File: src/rtl/gti_pkg.sv
// Package for the gesture table interpolator.
// Holds widths, register indexes, action codes and the control struct for the blend lanes.
// No dependencies.
`timescale 1ns / 1ps

package gti_pkg;

    localparam int SAMPLE_W   = 16;
    localparam int POS_W      = 18;
    localparam int CLAMP_W    = 17;
    localparam int FRAC_W     = 16;
    localparam int IDX_W      = 8;
    localparam int DEPTH      = 256;
    localparam int COUNT_W    = 9;
    localparam int SCALED_W   = IDX_W + FRAC_W;
    localparam int WORD_W     = 2 * SAMPLE_W;
    localparam int DIFF_W     = SAMPLE_W + 1;
    localparam int PROD_W     = 2 * DIFF_W;
    localparam int BLEND_W    = PROD_W - FRAC_W;
    localparam int CFG_IDX_W  = 1;
    localparam int CFG_DATA_W = 9;

    localparam logic [CLAMP_W-1:0] ONE_Q16   = CLAMP_W'(1) << FRAC_W;
    localparam logic [COUNT_W-1:0] MAX_COUNT = COUNT_W'(DEPTH);

    localparam logic [CFG_IDX_W-1:0] CFG_SAMPLE_COUNT = 1'b0;
    localparam logic [CFG_IDX_W-1:0] CFG_MIRROR       = 1'b1;

    localparam logic ACT_LOAD  = 1'b0;
    localparam logic ACT_QUERY = 1'b1;

    typedef struct packed {
        logic adv3;
        logic adv4;
        logic zero;
        logic mirror;
    } gti_lerp_ctrl_t;

endpackage

File: src/rtl/gti_lerp.sv
// One component lane: difference times fraction, then round, add base, mirror or zero, and hold the result.
// Depends on gti_pkg.
`timescale 1ns / 1ps

module gti_lerp (
    input  logic                              clk,
    input  gti_pkg::gti_lerp_ctrl_t           ctrl,
    input  logic signed [gti_pkg::SAMPLE_W-1:0] a,
    input  logic signed [gti_pkg::SAMPLE_W-1:0] b,
    input  logic [gti_pkg::FRAC_W-1:0]        frac,
    output logic signed [gti_pkg::SAMPLE_W-1:0] result
);
    import gti_pkg::*;

    logic signed [SAMPLE_W-1:0] a3_reg;
    logic signed [PROD_W-1:0]   prod3_reg;
    logic signed [SAMPLE_W-1:0] out_reg;

    logic signed [DIFF_W-1:0]   diff;
    logic signed [DIFF_W-1:0]   frac_s;
    logic signed [PROD_W-1:0]   rounded;
    logic signed [BLEND_W-1:0]  blend;
    logic signed [BLEND_W-1:0]  sum;
    logic signed [SAMPLE_W-1:0] lerp;
    logic signed [SAMPLE_W-1:0] out_next;

    localparam logic signed [PROD_W-1:0]   HALF    = PROD_W'(1) <<< (FRAC_W - 1);
    localparam logic signed [SAMPLE_W-1:0] SMIN    = {1'b1, {(SAMPLE_W-1){1'b0}}};
    localparam logic signed [SAMPLE_W-1:0] SMAX    = {1'b0, {(SAMPLE_W-1){1'b1}}};

    always_comb
    begin
        diff   = DIFF_W'(b) - DIFF_W'(a);
        frac_s = $signed({1'b0, frac});
    end

    always_ff @(posedge clk)
    begin
        if (ctrl.adv3)
        begin
            a3_reg    <= a;
            prod3_reg <= diff * frac_s;
        end
    end

    always_comb
    begin
        rounded = prod3_reg + HALF;
        blend   = rounded[PROD_W-1:FRAC_W];
        sum     = BLEND_W'(a3_reg) + blend;
        lerp    = sum[SAMPLE_W-1:0];
        if (ctrl.zero)
        begin
            out_next = '0;
        end
        else if (ctrl.mirror)
        begin
            out_next = (lerp == SMIN) ? SMAX : -lerp;
        end
        else
        begin
            out_next = lerp;
        end
    end

    always_ff @(posedge clk)
    begin
        if (ctrl.adv4)
        begin
            out_reg <= out_next;
        end
    end

    assign result = out_reg;

endmodule

File: config.mk
export PLATFORM = sky130hd
export DESIGN_NAME = gti_lerp
export DESIGN_NICKNAME = d
export VERILOG_FILES = /design/src/rtl/gti_pkg.sv /design/src/rtl/gti_lerp.sv
export SDC_FILE = /design/constraint.sdc
export NUM_CORES = 1
export LEC_CHECK = 0
export ABC_AREA = 0
export BUFFER_PORTS_ARGS = -buffer_cell sky130_fd_sc_hd__buf_2
export CELL_PAD_IN_SITES_DETAIL_PLACEMENT = 0
export CELL_PAD_IN_SITES_GLOBAL_PLACEMENT = 2
export CORE_MARGIN = 4
export CORE_UTILIZATION = 41
export DETAILED_ROUTE_END_ITERATION = 10
export PLACE_DENSITY = 0.84
export SYNTH_ARGS = -nofsm -noshare
export SYNTH_HDL_FRONTEND = slang
export SYNTH_SLANG_ARGS = --single-unit
File: constraint.sdc
create_clock -name clk -period 9 [get_ports clk]
set_input_delay 0.9 -clock clk [delete_from_list [all_inputs] [get_ports clk]]
set_output_delay 0.9 -clock clk [all_outputs]
set_load 0.01 [all_outputs]
======== Word level (Yosys, flattened, before mapping) ========
Cells that the tools add are included.
cells by class
  muxes and demuxes ....................... 2
  equal/unequal tests ..................... 1
  multipliers ............................. 1
  add/subtract/negate cells ............... 4
operator list
  operator                                         number
  adder 32 x 17 -> 32 bit (second input constant)  1
  multiplier 17 x 17 -> 32 bit                     1
  two-way mux 16 bit                               2
  subtractor 16 x 16 -> 17 bit                     1
  adder 16 bit                                     1
  equality test 16 bit (second input constant)     1
  negator 16 bit                                   1
word-level totals
  input bits .............................. 53
  output and inout bits ................... 16
  bits in registers ....................... 64

======== Longest topological paths before layout ========
  word-level depth ........................ 5
  depth in mapped cells ................... 34
  mapped depth without buffers ............ 34

======== Worst setup path before layout ========
No wires, ideal clock.
  kind .................................... input port to flip-flop
  start ................................... input port b[0] in the netlist's numbering
  end ..................................... register prod3_reg[31], data pin
  slack ................................... 760 ps
  library setup time ...................... 263 ps
  arrival time ............................ 7,977 ps
  stages .................................. 29
  cell sequence ........................... inv_1 ha_1 fa_1 o21ai_1 a21oi_1 o21ai_1 o2111ai_1 a311oi_1 o22ai_1 clkbuf_1 nand2_1 fa_1 fa_1 inv_1 fa_1 fa_1 fa_1 inv_1 fa_1 inv_1 ha_1 a21o_1 a21o_1 a21oi_1 a21boi_0 a311oi_1 nor3_1 a21oi_1 xor2_1
on the way
  word-level cells in the longest chain between the ends .. 2
RTL lines
  item                          line            text
  start: declaration            gti_lerp.sv:9   input logic signed [gti_pkg::SAMPLE_W-1:0] b,
  subtractor 16 x 16 -> 17 bit  gti_lerp.sv:33  diff = DIFF_W'(b) - DIFF_W'(a);
  multiplier 17 x 17 -> 32 bit  gti_lerp.sv:42  prod3_reg <= diff * frac_s;
  end signal: assignment        gti_lerp.sv:42
  end: declaration              gti_lerp.sv:16  logic signed [PROD_W-1:0] prod3_reg;
Every way passes these cells.
A chain may end at the register's enable or synchronous reset.

======== Final worst setup path ========
  start ................................... input port a[0] in the netlist's numbering
  end ..................................... register prod3_reg[31], data pin
on the way
  word-level cells in the longest chain between the ends .. 2
RTL lines
  item                          line            text
  start: declaration            gti_lerp.sv:8   input logic signed [gti_pkg::SAMPLE_W-1:0] a,
  subtractor 16 x 16 -> 17 bit  gti_lerp.sv:33
  multiplier 17 x 17 -> 32 bit  gti_lerp.sv:42
Every way passes these cells.

==> flow_summary.json <==
{
  "syn-num-nets": 1887,
  "worstSetupStartpointType": "primary input",
  "wl_met2_mm": 16.2,
  "slowest_stage": "fa_1",
  "antenna_found_initial": 1,
  "maxCapViolations": 0,
  "synth_top_family_by_area": "adder cells",
  "tightest_slew_ns": 0.810,
  "fin_nets": 1948,
  "syn_avg_cell_area_um2": 9.24,
  "hold_buffers": 0,
  "fp.dieW_um": 189,
  "clk_path_buf_depth": 2,
  "dp_worst_setup_slack_ns": 0.0459,
  "rsz0062_at_grt": "false",
  "grt_pass1_vias": 10300,
  "synth_flop_cell": "edfxtp_1",
  "synth_fa_ha_area_share_pct": 49.4,
  "wl_met3_um": 944,
  "critPathMaxStageDelay_ns": 0.54,
  "syn_area_um2": 13500,
  "synth-seq-cells": 49,
  "clk-insertion-delay-late_ns": 0.30,
  "synth.distinct_cells": 65,
  "grt_pass1_wl_mm": 53.8,
  "relSlewSlack_pct": 46.0,
  "ios": 69,
  "synth_enable_flop_cells": 49,
  "cts_tree": "done",
  "drt_pass1_iterations": 4,
  "setup_viol": 0,
  "postSynthCellCount": 1458,
  "post-route-min-period_ns": 8.44,
  "fin_ws_ns": 0.557,
  "cts_max_level": 2,
  "layout-drive-gt1-share_pct": 9.01,
  "largest_reg_flops": 17,
  "antenna_left": 0,
  "final.setup_skew_ns": 0.0127,
  "ctsRootBufferMaster": "clkbuf_16",
  "maxUsedRoutingLayer": "met4",
  "synth_compound_area_share_pct": 7.04,
  "ys_warn_count": 0,
  "portBuffers": 68,
  "grtUsageTotal_pct": 18.8,
  "first_iter_violations": 292,
  "crit_arrival_ns": 8.48,
  "wl_per_cell_um": 16.3,
  "min_path_type": "in -> reg",
  "status": "finished clean",
  "async_reset_ff_share_pct": 0,
  "vias": 9487,
  "muxShareOfSynthArea_pct": 0,
  "period_share_pct": 93.8,
  "clk_pin_slew_worst_paths_ns": 0.07,
  "numCtsBuffers": 5,
  "yosys.area_share.simple_pct": 15.5,
  "core_um2": 32500,
  "cp-end-kind": "flip-flop",
  "antenna_cells": 0,
  "gp_congestion": 0.851,
  "rows": 66,
  "wirelength_mm": 32.0,
  "area_growth_pct": 8.39,
  "die_area_um2": 35800,
  "path_common_cell": "fa_1",
  "drv_slew": 0,
  "clock.fmax_mhz": 118,
  "wl_met1_mm": 14.4,
  "cp_max_fo": 13,
  "avgViaCountPerCell": 4.84,
  "criticalPathCategory": "in -> reg",
  "overflow": 0,
  "cts.sinks": 49,
  "setup_tns_ns": 0,
  "dp_hpwl_mm": 26.8,
  "start_util_pct": 41.5,
  "drc": 0,
  "required_ns": 9.04,
  "synth_xor_xnor_area_share_pct": 6.01,
  "grt_max_degree": 34,
  "die_h_um": 189,
  "ys_seq_area_share_pct": 10.9,
  "hold_viol": 0
}
-- per-stage QoR --
stage	utilization (%)	area [um2]	hold WS, ns	std cells
3_3_place_gp	44.4	14400	0.801	1954
3_5_place_dp	44.4	14400	0.796	1954
5_1_grt	45.0	14600	0.789	1962
4_1_cts	44.9	14600	0.789	1962
6_report	45.0	14600	0.792	1962
2_1_floorplan	-	13500	0.691	1458
-- cells in the mapped netlist, types with 17 or more instances --
master / number / area share (%)
nor2_1: 44 / 1.2
nand3_1: 17 / 0.63
edfxtp_1: 49 / 11
xor2_1: 36 / 2.3
clkbuf_1: 33 / 0.92
and2_1: 110 / 5.1
ha_1: 116 / 11
a21oi_1: 30 / 1.1
nand2_1: 170 / 4.7
o21ai_0: 17 / 0.63
inv_1: 354 / 9.9
nor2b_1: 25 / 1.2
xnor2_1: 49 / 3.2
fa_1: 260 / 39
-- critical path, delay by kind of cell --
| kind | cells | cell delay (ns) |
|---|---|---|
| AOI/OAI and AO/OA | 12 | 2.45 |
| buffers and inverters | 5 | 0.50 |
| xor gates and xnor gates | 2 | 0.35 |
| adders and majority gates | 9 | 3.79 |
| and+or+nand+nor | 2 | 0.48 |
-- layout make-up --
type                    instances  area [um2]
clock buffers                   5         125
clock inverters                 3        25.0
fillers                      3266       17900
inverters                     354        1330
multi-input cells            1015       10500
flip-flops and latches         49        1470
well taps                     442         553
repair buffers                 94         573
-- cells in the final DEF, fill, tap and decap left out, types with 36 or more instances in the layout --
cell      netlist  routed
and2_1        110     110
inv_1         354     354
ha_1          116     116
nor2_1         44      43
xor2_1         36      36
buf_2           1      68
edfxtp_1       49      49
nand2_1       170     170
xnor2_1        49      48
fa_1          260     260
-- routing by layer --
layer  GRT usage, %  vias up
met2           34.3      141
met3           1.51       35
li1               -     4524
met5              0        -
met1           25.1     4787
met4           2.84        0
-- final timing paths --
| kind | endpoint | depth (start not counted) | start | slack (ns) |
|---|---|---|---|---|
| hold / removal | a3_reg[14] | 1 | a[14] | 0.79 |
| setup / recovery | prod3_reg[31] | 30 | a[0] | 0.56 |
| setup reg to reg | result[13] | 16 | prod3_reg[15] | 4.86 |
| hold reg to reg | result[0] | 3 | a3_reg[0] | 0.82 |
-- repair_timing --
item,4_1_cts,5_1_grt
setup endpoints to repair,0,4
resized for setup,0,5
buffers inserted,0,0
-- kinds of logic after synthesis --
| kind of cell | count (synthesis) |
|---|---|
| fa+ha+maj | 376 |
| simple gates | 419 |
| flops | 49 |
| buf+inv | 394 |
| compound gates | 131 |
| xor+xnor | 89 |
Power is left out: the tool's default activity adds up to more than one toggle a clock period on the data nets, which glitch-free logic cannot reach.
